`config.mk`:
```
export PLATFORM = sky130hd
export DESIGN_NAME = msst_merge
export DESIGN_NICKNAME = d
export VERILOG_FILES = /design/src/rtl/core/msst_pkg.sv /design/src/rtl/core/msst_merge.sv
export SDC_FILE = /design/constraint.sdc
export NUM_CORES = 2
export LEC_CHECK = 0
export BUFFER_PORTS_ARGS = -buffer_cell sky130_fd_sc_hd__clkbuf_2
export CORE_MARGIN = 1
export CORE_UTILIZATION = 33
export DETAILED_ROUTE_END_ITERATION = 10
export REMOVE_ABC_BUFFERS = 1
export SETUP_SLACK_MARGIN = 0.15
export SLEW_MARGIN = 40
export SYNTH_ARGS = -nofsm -noshare
export SYNTH_HDL_FRONTEND = slang
export SYNTH_SLANG_ARGS = --single-unit
export TNS_END_PERCENT = 50
```
`constraint.sdc`:
```
create_clock -name clk -period 7.07 [get_ports clk]
set_input_delay 1.414 -clock clk [delete_from_list [all_inputs] [get_ports clk]]
set_output_delay 1.414 -clock clk [all_outputs]
set_load 0.01 [all_outputs]
```
`src/rtl/core/msst_pkg.sv`:
```
// package for the maximum-subarray segment tree unit
// shared constants, node and memory entry types, signed max helper
// no dependencies
`timescale 1ns / 1ps

package msst_pkg;

  localparam int LEAVES  = 4096;
  localparam int LEVELS  = $clog2(LEAVES);
  localparam int NODE_W  = LEVELS + 1;
  localparam int NODES   = 2 * LEAVES;
  localparam int POS_W   = 12;
  localparam int DELTA_W = 32;
  localparam int SUM_W   = 64;
  localparam int EPOCH_W = 8;

  localparam int S_TDATA_W = 48;
  localparam int M_TDATA_W = 128;

  typedef logic [SUM_W-1:0] sum_t;

  typedef struct packed {
    sum_t prefix;
    sum_t suffix;
    sum_t run;
    sum_t total;
  } node_t;

  typedef struct packed {
    logic [EPOCH_W-1:0] tag;
    node_t              node;
  } entry_t;

  localparam int ENTRY_W = $bits(entry_t);

  function automatic sum_t smax(sum_t x, sum_t y);
    return ($signed(x) >= $signed(y)) ? x : y;
  endfunction

endpackage

```
`src/rtl/core/msst_merge.sv`:
```
// shared node merge unit: combines a left and a right child into their parent
// registers pre1..tot1, then pre2..tot2; the parent.run max is combinational
// depends on msst_pkg
`timescale 1ns / 1ps

module msst_merge
  import msst_pkg::*;
(
  input  logic  clk,
  input  node_t left,
  input  node_t right,
  output node_t parent
);

  sum_t pre1, suf1, m1, ssp1, tot1;
  sum_t pre2, suf2, m2, m3, tot2;

  always_ff @(posedge clk) begin
    pre1 <= smax(left.prefix, left.total + right.prefix);
    suf1 <= smax(right.suffix, left.suffix + right.total);
    m1   <= smax(left.run, right.run);
    ssp1 <= left.suffix + right.prefix;
    tot1 <= left.total + right.total;
  end

  always_ff @(posedge clk) begin
    pre2 <= pre1;
    suf2 <= suf1;
    m2   <= smax(pre1, suf1);
    m3   <= smax(m1, ssp1);
    tot2 <= tot1;
  end

  always_comb begin
    parent.prefix = pre2;
    parent.suffix = suf2;
    parent.run    = smax(m2, m3);
    parent.total  = tot2;
  end

endmodule

```
==> impl_metrics.csv <==
group,metric,value,unit
final_layout,multi_input_comb_area,0.0270,mm²
power,seqPwrFrac,0.305,
power,p_switching,7.76,mW
synth,yosys-top-cells-area,"dfxtp_1 (31%), ha_1 (19%), mux2_2 (6.6%)",
run_status,status,"finished, final reports clean",
cts,cts_sinks,640,
cts,cts_setup_buffers,0,
timing,finClkSkew,0.0222,ns
global_route,grt_pass1_wl,254,mm
die,ios,769,
synth,ys_ff_latch,640,
power,vdd_drop_max,465,µV
setup_path,r2r-start,"suf1[1]",
synth,yosysWarnings,0,
synth,synthesis.area,0.0420,mm²
die,start_util,0.333,
routing,drtIter0Drc,2819,
final_layout,ff_latch_area,0.0128,mm²
final_layout,drive_gt1_frac,0.235,
timing,min_period,6.47,ns
global_route,grt_usage,0.276,
setup_path,startpoint_type,"primary input",
placement,dp_hpwl,160,mm
cts,path_clk_slew,0.07,ns
die,coreArea,0.126,mm²
placement,post-place-ws,-0.0400,ns
timing,setup_ws,0.599,ns
power,swShare,0.403,
cts,ctsResizeCount,0,
worst_hold_path,hold_start,"tot1[51]",
synth,yosysTopAreaCell,"dfxtp_1",
timing,hold_slack,0.313,ns
cts,cts_buffer_depth,3,
final_layout,fin_nets,6622,
power,power_density,379,mW/mm²
worst_hold_path,worst_hold_path_type,"reg2reg",
power,pwr-share-clk,0.222,
synth,synth_edf_count,0,
final_layout,final_core_util,0.405,
worst_hold_path,whs_endpoint,"tot2[51]",
timing,finalSetupViolations,0,
routing,firstDrtPassIters,6,
cts,cts_tree,"built",
synth,syn-mean-instance-area,8.96,µm²
routing,via_per_inst,5.35,
routing,wl_per_cell,25.5,µm
timing,hold_violations,0,
power,total_power,19.3,mW
cts,root_buffer,"clkbuf_16",
routing,drtAntennaViolNets,0,
global_route,grt_max_degree,65,
timing,fin_tns_setup,0,ns
setup_path,crit_type,"in2reg",
setup_path,crit_path_end_kind,"flop",
final_layout,fin_cells,7231,
setup_path,timing.rr.end,"m2[3]",
synth,yosysSeqAreaShare,0.305,
routing,vias,38695,
flow_run,drv_cap,0,
die,die_area,0.129,mm²
synth,syn_inst,4682,
cts,hold_buffers,0,
synth,synth_top_area_frac,0.305,
routing,post-route-drc-count,0,
die,fp-row-count,130,
routing,drt_wl_total,184,mm
final_layout,fillCellCount,12692,
die,die_h,359,µm
global_route,grt_overflow,0,
cts,cts_buffers,76,
die,fp.dieW,359,µm
timing,slew_headroom,0.417,
synth,ys_types,89,
timing,fin_crit_sh,0.915,
synth,synth.most_common_cell,"dfxtp_1",
setup_path,r2r_slack,3.31,ns
power,p_comb_frac,0.473,
final_layout,area_delta_synth_final,21.4,%
cts,clock_latency,0.69,ns
synth,ys_async_sr_fraction,0,
global_route,grt_pass1_vias,37172,
global_route,grt_antenna_before_repair,107,
power,p_leak,25.3,nW
setup_path,cp.required,7.67,ns
final_layout,final_cell_area,0.0509,mm²
synth,netlist_top_cells_count,"dfxtp_1 (640), ha_1 (636), inv_1 (406), a21oi_1 (401), a21o_1 (302)",
cts,htreeDepth,3,
setup_path,cp.arrival,7.07,ns
placement,io_buffers,768,
power,power.internal,11.5,mW
setup_path,critPathMaxFanout,35,
worst_hold_path,hold_depth,0,
placement,gp_congestion,0.995,
timing,maxSlewViolCount,0,
timing,rsz0062_at_grt,"false",
placement,dp_cells,7041,
setup_path,rr_worst_depth,13,
synth,synth_top_flop_cell,"dfxtp_1",
timing,tightest_slew,0.866,ns
timing,max_freq,155,MHz
placement,dpl_cell_area,0.0481,mm²
-- metal layers --
| layer | track usage | wire (µm) |
|---|---|---|
| met5 | 0 | 473 |
| met4 | 0.140 | 9090 |
| met3 | 0.0571 | 12500 |
| met2 | 0.425 | 80800 |
| met1 | 0.362 | 81600 |
-- registers in the layout, summed over array words and instances, names as in the netlist --
register / cells
pre2: 64
suf1: 64
suf2: 64
m3: 64
pre1: 64
tot2: 64
tot1: 64
ssp1: 64
m2: 64
m1: 64
-- how the worst max path moves through the flow --
stage,startpoint,depth (start not counted),end,slack [ns]
floorplan,left[128],24,suf1[48],-0.63
global placement,left[0],27,pre1[63],-0.02
global route,left[0],26,pre1[6],0.21
finish,left[0],26,pre1[6],0.60
CTS,left[0],26,pre1[9],0.67
detailed placement,left[0],26,pre1[9],-0.04
-- power by group through the flow --
stage	clock network, mW	logic [mW]	registers [mW]
after floorplan	0	5.52	5.57
after global placement	0	8.97	5.93
after detailed placement	0	9.04	5.92
after CTS	4.36	9.11	5.87
after global routing	4.51	9.90	5.97
final	4.28	9.13	5.88
-- final cells by class --
cell class,count,area share
antenna,53,0.00260
clock buffer,97,0.0419
clock inverter,40,0.0119
inverter,406,0.0299
multi-input combinational,3483,0.530
sequential,640,0.252
tap,1650,0.0405
timing repair buffer,862,0.0913
-- cell usage in the layout, fill, tap and decap left out, types with 206 or more instances in the layout --
master    netlist  routed
a21o_1        302     302
nor2_1        206     206
clkbuf_2        2     768
nand2_1       275     273
inv_1         406     406
a21oi_1       401     401
dfxtp_1       640     640
o21ai_0       234     233
mux2_2        246     246
ha_1          636     636
-- critical path: stages --
cell       delay (ns)
clkbuf_2         0.10
ha_1             0.20
inv_1            0.07
fa_1             0.40
nand2b_1         0.20
a21oi_1          0.17
o21ai_0          0.13
a21boi_0         0.61
a2111oi_0        0.22
buf_4            0.19
nor2_1           0.22
o21ai_1          0.18
o21ai_0          0.26
xnor2_1          0.10
buf_4            0.15
ha_1             0.27
nand4_1          0.09
nor4_1           0.50
nand2_1          0.17
nor2_1           0.14
nand4_1          0.12
o2111ai_1        0.25
o21ai_0          0.21
nand2_4          0.17
buf_12           0.24
mux2i_1          0.22
-- cell families after synthesis --
kind of cell / after synthesis / synth area share
adder cells (fa/ha/maj): 640 / 0.192
AO/OA/AOI/OAI: 1318 / 0.203
multiplexers: 318 / 0.0835
AND/OR/NAND/NOR: 964 / 0.113
XOR/XNOR: 243 / 0.0507
buffers and inverters: 559 / 0.0527
flip-flops: 640 / 0.305
No activity file was read; power rests on OpenSTA's default activity.
