<file path="src/rtl/core/msst_ram.sv">
// generic single-port-write, single-port-read ram with registered read
// no dependencies
`timescale 1ns / 1ps

module msst_ram #(
  parameter int WIDTH = 8,
  parameter int DEPTH = 16
) (
  input  logic                     clk,
  input  logic                     we,
  input  logic [$clog2(DEPTH)-1:0] waddr,
  input  logic [WIDTH-1:0]         wdata,
  input  logic [$clog2(DEPTH)-1:0] raddr,
  output logic [WIDTH-1:0]         rdata
);

  logic [WIDTH-1:0] mem [DEPTH];

  always_ff @(posedge clk) begin
    if (we) begin
      mem[waddr] <= wdata;
    end
    rdata <= mem[raddr];
  end

endmodule

</file>
<file path="config.mk">
export PLATFORM = sky130hd
export DESIGN_NAME = msst_ram
export DESIGN_NICKNAME = d
export VERILOG_FILES = /design/src/rtl/core/msst_ram.sv
export SDC_FILE = /design/constraint.sdc
export NUM_CORES = 1
export LEC_CHECK = 0
export BUFFER_PORTS_ARGS = -buffer_cell sky130_fd_sc_hd__buf_2
export CAP_MARGIN = 20
export CORE_MARGIN = 4
export CORE_UTILIZATION = 48
export CTS_CLUSTER_DIAMETER = 30
export DETAILED_ROUTE_END_ITERATION = 10
export PLACE_DENSITY = 0.71
export REMOVE_ABC_BUFFERS = 1
export SLEW_MARGIN = 10
export SYNTH_ARGS = -nofsm -noshare
export SYNTH_HDL_FRONTEND = slang
export SYNTH_SLANG_ARGS = --single-unit
</file>
<file path="constraint.sdc">
create_clock -name clk -period 4.25 [get_ports clk]
set_clock_uncertainty 0.05 [all_clocks]
set_input_delay 0.425 -clock clk [delete_from_list [all_inputs] [get_ports clk]]
set_output_delay 0.425 -clock clk [all_outputs]
set_load 0.1 [all_outputs]
</file>
==> results.json, run 1 <==
{
  "status": "completed",
  "viasPerCell": 5.64,
  "fp.dieH_um": 112,
  "fin_tns_setup_ps": 0,
  "powerDensity_nw_per_um2": 544,
  "internal_power_uw": 2620,
  "wl_mm": 9.31,
  "netlist_area_um2": 5150,
  "cts_tree": "built",
  "start_util": 0.496,
  "switching_power_uw": 670,
  "die_area_um2": 12400,
  "synth_xor_area_frac": 0,
  "io_pins": 26,
  "synthAdderAreaFrac": 0,
  "area.growth.synth_to_final_pct": 17.5,
  "dr.pass1.iters": 4,
  "worstPathCellList": "buf_2",
  "rsz0062_at_grt": "no",
  "min_path_cells": 1,
  "dieWidth_um": 112,
  "clockBufferDepth": 2,
  "cp_max_fo": 1,
  "grt_pass1_vias": 2517,
  "worst_ep_arrival_time_ps": 1350,
  "ir_worst_vdd_v": 0.000293,
  "path_delay_family": "buffers and inverters",
  "grt_overflow": 0,
  "hold_start": "wdata[0]",
  "seqPwrFrac": 0.458,
  "setup_viol": 0,
  "antenna_found_initial": 0,
  "path_class": "reg -> out",
  "ys_ff_latch": 136,
  "path_clk_slew_ps": 60,
  "grt_max_degree": 33,
  "required_ps": 3770,
  "synth_top_family_by_area": "multiplexers",
  "relSlewSlack": 0.344,
  "r2r_cells": 3,
  "yosys.area_share.simple": 0.0318,
  "dp_hpwl_mm": 5.65,
  "grt_first_pass_wirelength_mm": 14.5,
  "gp_congestion": 0.729,
  "synth_warnings": 0,
  "post-place-ws_ps": 1760,
  "r2r_slack_ps": 2830,
  "reg2reg_from": "mem[1][5]",
  "synth.area.mux_share": 0.150,
  "netSwitchingFraction": 0.203,
  "cts-resized-gates": 0,
  "core_area_um2": 10400,
  "vias": 2341,
  "hp-class": "in -> reg",
  "worst-path-buf-inv": 1,
  "pwr-share-clk": 0.483,
  "antenna_left": 0,
  "p_total_uw": 3290,
  "post_cts_buffers": 0,
  "cp-start-kind": "register",
  "tightest_slew_ps": 980,
  "drt_iter0_drc": 185,
  "fin_util": 0.583,
  "final.fill_count": 756,
  "end_kind": "primary output",
  "p_leak_uw": 0.00203,
  "fp-row-count": 37,
  "cpPeakStageDelay_ps": 450,
  "cts_hold_buf": 0,
  "crit_slowest_cell": "buf_2",
  "layout-drive-gt1-share": 0.283,
  "postSynthAreaPerCell_um2": 22.5,
  "fmax_mhz": 549,
  "syn_inst": 229,
  "seq_area_frac_synth": 0.778,
  "synth_compound_area_frac": 0.0233,
  "finalWorstSetupSlack_ps": 2430,
  "drv_cap": 0,
  "htreeDepth": 4,
  "cts-root-buf": "clkbuf_8",
  "drc": 0,
  "numClockSinks": 136,
  "final_nets": 284,
  "maxSlewViolCount": 0,
  "synth.distinct_cells": 19,
  "port_buffers": 25,
  "route.detailed.wl_per_inst_um": 22.4,
  "finalCriticalPeriod_ps": 1820,
  "timing.final.crit_share": 0.428,
  "hold_viol": 0,
  "pwr-share-comb": 0.059,
  "min_to": "mem[14][0]",
  "grt_usage": 0.163,
  "n_antenna_cell": 0,
  "numCtsBuffers": 17,
  "r2r-end": "rdata[5]",
  "clk_latency_ps": 520
}
## routing by layer
layer,track usage,vias up,share of wire
li1,-,1052,-
met1,0.220,1202,0.43
met2,0.249,80,0.49
met3,0.0484,7,0.076
met4,0.0706,0,0.0096
met5,0,-,0
## through the flow
| step | std cells | hold WS [ps] | instance area (µm²) |
|---|---|---|---|
| after global placement | 382 | 601 | 5380 |
| after CTS | 414 | 204 | 6030 |
| final | 415 | 235 | 6050 |
| after floorplan | 219 | 474 | 5060 |
| after global routing | 415 | 222 | 6050 |
| after detailed placement | 382 | 612 | 5380 |
## cells in the final DEF (no fill, tap or decap), drive strengths merged
cell and n:
edfxtp 128, clkinvlp 2, and2b 1, mux4 32, or3b 1, nand2 9
clkbuf 19, nand3b 2, a22oi 16, nor2 13, clkinv 5, nor3 4
and2 1, nand2b 2, buf 28, nand3 1, nor2b 1, bufinv 6
dfxtp 8
## power by group through the flow
stage	registers [µW]	clock network, µW	logic, µW
5_1_grt	1510	1680	205
4_1_cts	1510	1620	193
3_5_place_dp	1540	0	192
2_1_floorplan	1600	0	60.1
3_3_place_gp	1540	0	189
6_report	1510	1590	193
## synth_stat cells
cell / n / area share
edfxtp_1: 128 / 0.75
mux4_2: 18 / 0.079
a22oi_1: 16 / 0.023
mux4_1: 14 / 0.071
nor2_1: 13 / 0.0095
nand2_1: 9 / 0.0066
dfxtp_1: 8 / 0.031
nor3_1: 4 / 0.0039
buf_2: 3 / 0.0029
buf_6: 3 / 0.0066
clkdlybuf4s25_2: 3 / 0.0058
nand2b_1: 2 / 0.0024
nand3b_1: 2 / 0.0029
and2_1: 1 / 0.0012
and2b_1: 1 / 0.0015
buf_4: 1 / 0.0015
nand3_1: 1 / 0.00097
nor2b_1: 1 / 0.0012
or3b_2: 1 / 0.0017
## sequential cells by signal, summed over array words and instances (netlist names)
register,flops
mem,128
rdata,8
## worst max-delay path by stage
| stage | from | end | slack, ps | depth (start not counted) |
|---|---|---|---|---|
| floorplan | waddr[2] | mem[0][0] | 2280 | 2 |
| finish | rdata[3] | rdata[3] | 2430 | 1 |
| CTS | raddr[0] | rdata[5] | 2320 | 4 |
| detailed placement | raddr[0] | rdata[5] | 1760 | 4 |
| global placement | waddr[2] | mem[0][7] | 1660 | 3 |
| global route | rdata[1] | rdata[1] | 2370 | 1 |
## cells by family (layout without fill, tap and decap cells)
logic type	count (synthesis)	after routing
DFF	136	136
and+or+nand+nor	35	35
muxes	32	32
AOI/OAI and AO/OA	16	16
buffers and inverters	10	60
## area by class of cell
| type | count | area, µm² | share of cell area |
|---|---|---|---|
| multi-input combinational | 83 | 1070 | 0.176 |
| sequential | 136 | 4000 | 0.662 |
| clock inverter | 13 | 228 | 0.0376 |
| tap | 136 | 170 | 0.0281 |
| clock buffer | 19 | 422 | 0.0697 |
| timing repair buffer | 28 | 160 | 0.0265 |
(Power assumes the default switching activity.)
==> inputs of run 2 (changes only) <==
PLACE_DENSITY = 0.73   (was 0.71)
clock period = 1.6 ns   (was 4.25 ns; I/O delays follow)
==> results.json, run 2 (synthesis gave the netlist of run 1 again) <==
{
  "grt_usage": 0.167,
  "port_buffers": 25,
  "clockBufferDepth": 2,
  "gp_congestion": 0.713,
  "tightest_slew_ps": 725,
  "cpPeakStageDelay_ps": 440,
  "maxSlewViolCount": 0,
  "hp-class": "in -> reg",
  "core_area_um2": 10400,
  "p_total_uw": 8230,
  "fp.dieH_um": 112,
  "wl_mm": 9.74,
  "path_class": "reg -> out",
  "status": "completed",
  "antenna_found_initial": 0,
  "largest_reg_flops": 128,
  "cts-resized-gates": 0,
  "cp-start-kind": "register",
  "final_nets": 312,
  "dp_hpwl_mm": 6.31,
  "dieWidth_um": 112,
  "setup_viol": 0,
  "top_regs": "mem (128), rdata (8)",
  "grt_overflow": 0,
  "fmax_mhz": 658,
  "hold_viol": 0,
  "drc": 0,
  "powerDensity_nw_per_um2": 1320,
  "post-place-ws_ps": -109,
  "placed_cell_area_um2": 5570,
  "area.growth.synth_to_final_pct": 20.8,
  "rsz0062_at_grt": "no",
  "viasPerCell": 5.61,
  "required_ps": 1390,
  "ir_worst_vdd_v": 0.000689,
  "start_util": 0.496,
  "cts_tree": "built",
  "htreeDepth": 4,
  "end_kind": "primary output",
  "layout_common_cells": "128 x edfxtp_1, 25 x buf_2, 20 x buf_4",
  "n_antenna_cell": 0,
  "fp-row-count": 37,
  "layout-drive-gt1-share": 0.322,
  "cp_max_fo": 1,
  "grt_max_degree": 17,
  "numCtsBuffers": 17,
  "drt_iter0_drc": 221,
  "path_delay_family": "buffers and inverters",
  "relSlewSlack": 0.516,
  "timing.final.crit_share": 0.950,
  "crit_slowest_cell": "buf_2",
  "worst-path-buf-inv": 1,
  "postLayoutCellArea_um2": 6220,
  "drv_cap": 0,
  "grt_first_pass_wirelength_mm": 15.3,
  "cts-root-buf": "clkbuf_8",
  "grt_pass1_vias": 2674,
  "antenna_left": 0,
  "path_clk_slew_ps": 60,
  "worst_ep_arrival_time_ps": 1310,
  "worstPathCellList": "buf_2",
  "dr.pass1.iters": 4,
  "die_area_um2": 12400,
  "vias": 2487,
  "numClockSinks": 136,
  "final_common_cell": "edfxtp_1",
  "finalWorstSetupSlack_ps": 79.9,
  "io_pins": 26,
  "route.detailed.wl_per_inst_um": 22.0,
  "largest-register": "mem",
  "p_leak_uw": 0.00215,
  "finalCriticalPeriod_ps": 1520,
  "clk_latency_ps": 510
}
==> run 2: changes by cell type in the layout (fill, tap and decap cells not counted), sizes merged <==
cell,delta
clkinv,+7
inv,+1
clkinvlp,-2
dlygate4sd3,+8
buf,+20
bufinv,-4
clkbuf,-2
==> run 2: power breakdown <==
group / leakage [µW] / internal (µW) / switching [µW]
registers: 0.00122 / 3980 / 26.4
logic: 0.000638 / 182 / 380
clock network: 0.000286 / 2220 / 1440
==> run 2: path summary, 6_finish.rpt <==
| check | start | endpoint | slack (ps) | cells past startpoint |
|---|---|---|---|---|
| setup / recovery | rdata[2] | rdata[2] | 80 | 1 |
| hold / removal | raddr[3] | rdata[0] | 150 | 4 |
| setup reg to reg | mem[0][0] | rdata[0] | 130 | 3 |
| hold reg to reg | mem[14][6] | rdata[6] | 620 | 3 |
==> run 2: what timing repair did <==
action                                 in CTS  in global routing
hold buffers                                8                  0
buffers inserted                            0                  0
endpoints found under the hold margin     128                  0
==> run 2: cell type report <==
class                      count  area, µm²
clock buffer                  17        414
fill                         744       4150
multi-input combinational     83       1060
clock inverter                15        155
tap                          136        170
sequential                   136       4000
timing repair buffer          56        415
==> run 2: metal layers <==
metal	global-route usage	vias up	share of wire
met5	0	-	0
met4	0.0616	0	0.014
met3	0.0451	14	0.041
met2	0.263	69	0.51
met1	0.226	1297	0.44
li1	-	1107	-
==> run 2: metrics by stage <==
step           cells  TNS [ps]  hold slack, ps   util
2_1_floorplan    219      -823             209      -
3_3_place_gp     403      -158             496  0.537
3_5_place_dp     403      -244             511  0.537
4_1_cts          443         0             129  0.599
5_1_grt          443         0             165  0.599
6_report         443         0             152  0.599
